===== src/hw/rtl/fpd_pkg.sv =====
// Shared types and constants for the binary64 divider.
package fpd_pkg;

  localparam logic [63:0] DEFAULT_NAN = 64'h7FF8000000000000;
  localparam logic [10:0] EXP_ALL1    = 11'h7FF;
  localparam int          EXP_BIAS    = 1023;
  localparam int          QBITS       = 54;
  localparam int          CNT_W       = $clog2(QBITS);
  localparam int          EXP_W       = 13;

  typedef struct packed {
    logic load;
    logic norm;
    logic align;
    logic div;
    logic round;
  } cmd_t;

  typedef struct packed {
    logic special;
    logic norm_done;
    logic div_last;
  } status_t;

  typedef enum logic [5:0] {
    S_IDLE  = 6'b000001,
    S_NORM  = 6'b000010,
    S_ALIGN = 6'b000100,
    S_DIV   = 6'b001000,
    S_ROUND = 6'b010000,
    S_DONE  = 6'b100000
  } state_t;

endpackage


===== src/hw/rtl/fpd_ctrl.sv =====
// Sequencer for the binary64 divider: load, normalize, align, divide, round, hand off.
module fpd_ctrl (
  input  logic            clk,
  input  logic            rst,
  input  logic            in_valid,
  output logic            in_ready,
  output logic            out_valid,
  input  logic            out_ready,
  input  fpd_pkg::status_t status,
  output fpd_pkg::cmd_t    cmd
);
  import fpd_pkg::*;

  state_t state, state_next;

  assign in_ready  = (state == S_IDLE);
  assign out_valid = (state == S_DONE);

  always_comb begin
    state_next = state;
    cmd        = '0;
    unique case (state)
      S_IDLE: begin
        if (in_valid) begin
          cmd.load   = 1'b1;
          state_next = S_NORM;
        end
      end
      S_NORM: begin
        if (status.special) begin
          state_next = S_DONE;
        end else if (status.norm_done) begin
          state_next = S_ALIGN;
        end else begin
          cmd.norm = 1'b1;
        end
      end
      S_ALIGN: begin
        cmd.align  = 1'b1;
        state_next = S_DIV;
      end
      S_DIV: begin
        cmd.div = 1'b1;
        if (status.div_last) state_next = S_ROUND;
      end
      S_ROUND: begin
        cmd.round  = 1'b1;
        state_next = S_DONE;
      end
      S_DONE: begin
        if (out_ready) state_next = S_IDLE;
      end
      default: state_next = S_IDLE;
    endcase
  end

  always_ff @(posedge clk) begin
    if (rst) state <= S_IDLE;
    else     state <= state_next;
  end

endmodule


===== src/hw/rtl/fpd_dp.sv =====
// Datapath for the binary64 divider: operand registers, restoring divide, rounding.
module fpd_dp (
  input  logic             clk,
  input  logic [63:0]      dividend,
  input  logic [63:0]      divisor,
  input  fpd_pkg::cmd_t    cmd,
  output fpd_pkg::status_t status,
  output logic [63:0]      quotient
);
  import fpd_pkg::*;

  logic [QBITS-1:0]        am;
  logic [QBITS-2:0]        bm;
  logic signed [EXP_W-1:0] ea, eb;
  logic [QBITS-1:0]        q;
  logic [CNT_W-1:0]        cnt;
  logic                    sign;
  logic                    special;
  logic [63:0]             result;

  logic [10:0] xa, xb;
  logic        a_nan, b_nan, a_inf, b_inf, a_zero, b_zero, s_in;
  logic [63:0] spec_val;
  logic        spec_hit;

  always_comb begin
    xa     = dividend[62:52];
    xb     = divisor[62:52];
    s_in   = dividend[63] ^ divisor[63];
    a_nan  = (xa == EXP_ALL1) && (dividend[51:0] != '0);
    b_nan  = (xb == EXP_ALL1) && (divisor[51:0] != '0);
    a_inf  = (xa == EXP_ALL1) && (dividend[51:0] == '0);
    b_inf  = (xb == EXP_ALL1) && (divisor[51:0] == '0);
    a_zero = (xa == '0) && (dividend[51:0] == '0);
    b_zero = (xb == '0) && (divisor[51:0] == '0);
    spec_hit = 1'b1;
    if (a_nan || b_nan || (a_inf && b_inf) || (a_zero && b_zero)) begin
      spec_val = DEFAULT_NAN;
    end else if (b_zero || a_inf) begin
      spec_val = {s_in, EXP_ALL1, 52'd0};
    end else if (a_zero || b_inf) begin
      spec_val = {s_in, 63'd0};
    end else begin
      spec_val = '0;
      spec_hit = 1'b0;
    end
  end

  // trial subtraction
  logic             ge;
  logic [QBITS-1:0] diff, rem;
  assign ge   = (am >= {1'b0, bm});
  assign diff = am - {1'b0, bm};
  assign rem  = ge ? diff : am;

  // rounding and exponent range
  logic                    sticky, guard, inc;
  logic [QBITS-1:0]        qr;
  logic signed [EXP_W-1:0] e;
  logic [63:0]             fin;
  always_comb begin
    sticky = ge || (am != '0);
    guard  = q[0];
    inc    = guard && (sticky || q[1]);
    qr     = {1'b0, q[QBITS-1:1]} + {{(QBITS-1){1'b0}}, inc};
    e      = ea - eb + EXP_W'(EXP_BIAS);
    if (qr[QBITS-1]) begin
      qr = qr >> 1;
      e  = e + EXP_W'(1);
    end
    if (e <= 0) begin
      fin = {sign, 63'd0};
    end else if (e >= $signed({2'b00, EXP_ALL1})) begin
      fin = {sign, EXP_ALL1, 52'd0};
    end else begin
      fin = {sign, e[10:0], qr[51:0]};
    end
  end

  always_ff @(posedge clk) begin
    if (cmd.load) begin
      am      <= {1'b0, (xa != '0), dividend[51:0]};
      bm      <= {(xb != '0), divisor[51:0]};
      ea      <= (xa != '0) ? $signed({2'b00, xa}) : EXP_W'(1);
      eb      <= (xb != '0) ? $signed({2'b00, xb}) : EXP_W'(1);
      sign    <= s_in;
      special <= spec_hit;
      result  <= spec_val;
      cnt     <= '0;
      q       <= '0;
    end
    if (cmd.norm) begin
      if (!am[52]) begin
        am <= am << 1;
        ea <= ea - EXP_W'(1);
      end
      if (!bm[52]) begin
        bm <= bm << 1;
        eb <= eb - EXP_W'(1);
      end
    end
    if (cmd.align && !ge) begin
      am <= am << 1;
      ea <= ea - EXP_W'(1);
    end
    if (cmd.div) begin
      q   <= {q[QBITS-2:0], ge};
      am  <= rem << 1;
      cnt <= cnt + CNT_W'(1);
    end
    if (cmd.round) result <= fin;
  end

  assign status.special   = special;
  assign status.norm_done = am[52] && bm[52];
  assign status.div_last  = (cnt == CNT_W'(QBITS - 1));
  assign quotient         = result;

endmodule


===== src/hw/rtl/fp64_divider.sv =====
// Top level of the binary64 divider.
//
// Request channel: in_valid/in_ready carry dividend and divisor (binary64
// bit patterns). Result channel: out_valid/out_ready carry quotient,
// rounded to nearest even; subnormal results flush to signed zero.
// One request is worked on at a time. in_ready is high only while idle.
// Operands are loaded at the accepting edge.
// Special operands (NaN, zero, infinity) go from normalize straight to done.
// Other operands pass through normalize, where each subnormal significand
// (up to 52 leading zeros; normals need no shift) is shifted left, both
// together, until its leading bit is set; then align, divide and round
// follow before out_valid. The restoring loop forms one quotient bit per
// cycle in a single subtractor.
// The result register holds quotient while the receiver stalls; the next
// request is taken the cycle after the result is accepted.
// Reset clears the sequencer: no result is pending after reset.
module fp64_divider (
  input  logic        clk,
  input  logic        rst,
  input  logic        in_valid,
  output logic        in_ready,
  input  logic [63:0] dividend,
  input  logic [63:0] divisor,
  output logic        out_valid,
  input  logic        out_ready,
  output logic [63:0] quotient
);
  import fpd_pkg::*;

  cmd_t    cmd;
  status_t status;

  fpd_ctrl u_ctrl (
    .clk       (clk),
    .rst       (rst),
    .in_valid  (in_valid),
    .in_ready  (in_ready),
    .out_valid (out_valid),
    .out_ready (out_ready),
    .status    (status),
    .cmd       (cmd)
  );

  fpd_dp u_dp (
    .clk      (clk),
    .dividend (dividend),
    .divisor  (divisor),
    .cmd      (cmd),
    .status   (status),
    .quotient (quotient)
  );

endmodule


===== config.mk =====
export PLATFORM = sky130hd
export DESIGN_NAME = fp64_divider
export DESIGN_NICKNAME = d
export VERILOG_FILES = /design/src/hw/rtl/fpd_pkg.sv /design/src/hw/rtl/fpd_ctrl.sv /design/src/hw/rtl/fpd_dp.sv /design/src/hw/rtl/fp64_divider.sv
export SDC_FILE = /design/constraint.sdc
export NUM_CORES = 1
export LEC_CHECK = 0
export ABC_CLOCK_PERIOD_IN_PS = 6400
export CORE_AREA = 2 2 123 245
export CTS_CLUSTER_SIZE = 8
export DETAILED_ROUTE_END_ITERATION = 16
export DIE_AREA = 0 0 125 247
export DONT_BUFFER_PORTS = 1
export GPL_TIMING_DRIVEN = 0
export PLACE_DENSITY = 0.75
export SLEW_MARGIN = 20
export SYNTH_ARGS = -nofsm -noshare
export SYNTH_HDL_FRONTEND = slang
export SYNTH_SLANG_ARGS = --single-unit

===== constraint.sdc =====
create_clock -name clk -period 6.4 [get_ports clk]
set_input_delay 0.32 -clock clk [delete_from_list [all_inputs] [get_ports clk]]
set_output_delay 0.32 -clock clk [all_outputs]
set_load 0.01 [all_outputs]

==> qor.yml <==
synth.cell_area_mm2: 0.0172
drt_iter0_drc: 1611
timing.final.crit_share: 0.721
final_antenna_net_count: 0
skew_ns: 0.0210
r2r_cells: 15
setup_violations: 0
die_x_um: 125
drc: 0
finalSetupTns_ns: 0
rr_startpoint: "u_dp.eb[1]$_DFF_P_"
core_region_area_mm2: 0.0292
min_period_ns: 4.61
r2r_setup_slack_ns: 1.79
seq_area_frac_synth: 0.382
area.sequential_mm2: 0.00657
setup.worst_path.end: "u_dp.quotient[12]$_SDFFCE_PP0P_"
worst_hold_slack_ns: 0.0220
hp-class: "in -> reg"
power_leakage_uw: 0.00769
wirelength_mm: 53.6
arrival_ns: 4.94
antenna_found_initial: 2
most-common-layout-cells: "nand2_1 (253), nor2_1 (163), dfxtp_1 (139)"
rsz0062_at_grt: "no"
synth_fp_nets: 2218
worstSetupPathType: "reg -> reg"
cts_buffers: 39
cts_root_buf: "clkbuf_16"
n_fill_cell: 2414
clkTransAtPathRegs_ns: 0.05
ys_async_sr_fraction: 0
r2r_end: "u_dp.quotient[12]$_SDFFCE_PP0P_"
synth-main-ff-cell: "dfxtp_1"
powerDensity_mw_per_mm2: 519
critPathLaunch: "u_dp.eb[1]$_DFF_P_"
dieArea_mm2: 0.0309
firstDrtPassIters: 6
yosys_warnings: 0
worst_setup_path_start_kind: "flip-flop"
cap_violations: 0
status: "finished clean"
worstMarginPinSlew_ns: 0.915
drive_gt1_frac: 0.0637
cts.path.max_buffers: 3
dpl.hpwl_mm: 39.5
grt-ovfl-total: 0
die_h_um: 247
timing.final.ws_setup_ns: 1.79
place_congestion: 0.989
start_util: 0.590
final_util: 0.682
cts_tree: "done"
multiInputGateArea_mm2: 0.00982
cts.sinks: 265
viasPerCell: 6.35
postCtsSetupRepairBufs: 0
slew_headroom: 0.390
grt_pass1_wl_mm: 83.8
final_nets: 2364
grt_usage: 0.339
syn2layout_area_growth_pct: 15.6
wire_per_inst_um: 21.2
fmax_mhz: 217
critPathCaptureType: "flip-flop"
critPathMaxFanout: 10
grt_max_degree: 53
grt_pass1_vias: 15500
synthDistinctLibCells: 82
slew_viol_final: 0
syn-instance-count: 2001
vdd_ir_drop_max_uv: 333
portBuffers: 0
synth.avg_cell_area_um2: 8.60
h-tree-depth: 2
ios: 198
dp_worst_setup_slack_ns: 1.93
vias: 16100
insertion_delay_ns: 0.56
synth_edf_count: 126
required_ns: 6.73
ys_seq_elements: 265
hold_violations: 0
rows: 89
layout_commonest_cell: "nand2_1"
-- layer usage --
metal  wire length (µm)  global-route usage  vias up
li1                   -                   -     7605
met1              21300               0.434     7499
met2              24100               0.535      806
met3               4850              0.0662      181
met4               3360               0.191        0
met5                  0                   0        -
-- stage by stage --
stage          cell area [µm²]  total power [µW]  instances
2_1_floorplan            17200              6920       2001
3_3_place_gp             17700              8110       2365
3_5_place_dp             17700              8180       2367
4_1_cts                  19900             10200       2530
5_1_grt                  19900             11000       2530
6_report                 19900             10300       2533
-- cell type report --
cell class / instances / area share
diodes: 3 / 0.000378
plain buffers: 95 / 0.0200
clock buffers: 56 / 0.0523
clock inverters: 4 / 0.00447
inverters: 113 / 0.0215
multi-input cells: 1528 / 0.494
flip-flops and latches: 265 / 0.330
well taps: 364 / 0.0229
repair buffers: 105 / 0.0542
-- worst min path at each step --
stage	startpoint	to	slack, ns	depth (start not counted)
final	dividend[2]	u_dp.am[2]$_DFF_P_	0.02	2
after global routing	dividend[53]	u_dp.ea[1]$_DFF_P_	0.03	3
after CTS	dividend[53]	u_dp.ea[1]$_DFF_P_	0.006	3
after detailed placement	rst	u_ctrl.state[3]$_SDFFE_PP0P_	0.40	1
after global placement	rst	u_ctrl.state[3]$_SDFFE_PP0P_	0.40	1
after floorplan	rst	u_ctrl.state[3]$_SDFFE_PP0P_	0.39	1
-- Yosys cell counts (4+ instances only) --
| cell type | n | area share |
|---|---|---|
| inv_1 | 111 | 0.024 |
| nand2b_1 | 18 | 0.0065 |
| mux2i_1 | 39 | 0.023 |
| a221oi_1 | 6 | 0.0031 |
| and3_1 | 21 | 0.0076 |
| o21ai_0 | 87 | 0.025 |
| o211ai_1 | 12 | 0.0052 |
| nand4_1 | 44 | 0.016 |
| nor3_1 | 35 | 0.010 |
| a21o_1 | 34 | 0.015 |
| a211oi_1 | 9 | 0.0039 |
| a22oi_1 | 26 | 0.011 |
| nand3_1 | 49 | 0.014 |
| and4_1 | 12 | 0.0061 |
| o21a_1 | 13 | 0.0057 |
| ha_1 | 83 | 0.060 |
| a311oi_1 | 4 | 0.0020 |
| o22ai_1 | 4 | 0.0015 |
| or3_1 | 21 | 0.0076 |
| nor4_1 | 55 | 0.020 |
| o221a_2 | 8 | 0.0052 |
| edfxtp_1 | 126 | 0.22 |
| o32ai_1 | 5 | 0.0025 |
| dfxtp_1 | 139 | 0.16 |
| a211o_1 | 6 | 0.0031 |
| or2_2 | 9 | 0.0033 |
| or4_1 | 5 | 0.0022 |
| nor2b_1 | 7 | 0.0025 |
| a21boi_0 | 5 | 0.0022 |
| a31oi_1 | 69 | 0.025 |
| nor2_1 | 163 | 0.036 |
| xor2_1 | 47 | 0.024 |
| xnor2_1 | 66 | 0.034 |
| a221o_1 | 13 | 0.0076 |
| clkbuf_1 | 75 | 0.016 |
| nand2_1 | 253 | 0.055 |
| and2_1 | 59 | 0.021 |
| o31ai_1 | 6 | 0.0026 |
| a31o_2 | 4 | 0.0020 |
| buf_2 | 15 | 0.0044 |
| o221ai_1 | 9 | 0.0046 |
| nor3_2 | 26 | 0.015 |
| o21bai_1 | 10 | 0.0044 |
| a21oi_1 | 133 | 0.039 |
-- cell families after synthesis --
kind of cell / Yosys count / synth area share
simple gates: 803 / 0.240
compound gates: 486 / 0.186
fa+ha+maj: 85 / 0.0627
xor+xnor: 114 / 0.0589
flops: 265 / 0.382
mux: 40 / 0.0234
buf+inv: 208 / 0.0478
-- state kept, by name (all words and copies together), names as in the netlist --
register and flops:
u_dp.bm 53, u_dp.am 54, u_dp.q 54, u_dp.special 1
u_dp.ea 13, u_dp.sign 1, u_dp.eb 13, u_dp.quotient 64
u_ctrl.state 6, u_dp.cnt 6
-- report_power, final --
| part | switching, µW | leakage [µW] | internal [µW] | total, µW |
|---|---|---|---|---|
| Clock | 800 | 0.000537 | 1130 | 1930 |
| Sequential | 547 | 0.00240 | 2300 | 2840 |
| Combinational | 3310 | 0.00475 | 2230 | 5550 |
| Total | 4660 | 0.00769 | 5660 | 10300 |
-- what timing repair did --
action,in CTS,in global routing
endpoints found under the setup margin,0,0
resized for setup,0,0
hold buffers,103,0
endpoints found under the hold margin,106,0
-- worst max-delay path, cell delays in order (launching register included) --
cell	delay, ns
dfxtp_1	0.32
inv_1	0.10
ha_1	0.32
ha_1	0.24
fa_1	0.45
a211oi_2	0.37
nor2_1	0.16
or2_2	0.36
nor4_1	0.49
nand4_1	0.18
xor2_1	0.23
and4_1	0.26
nor3_2	0.13
nand3_2	0.18
buf_6	0.27
nor3_1	0.34
Note: power is estimated with default switching activity, not from simulation.
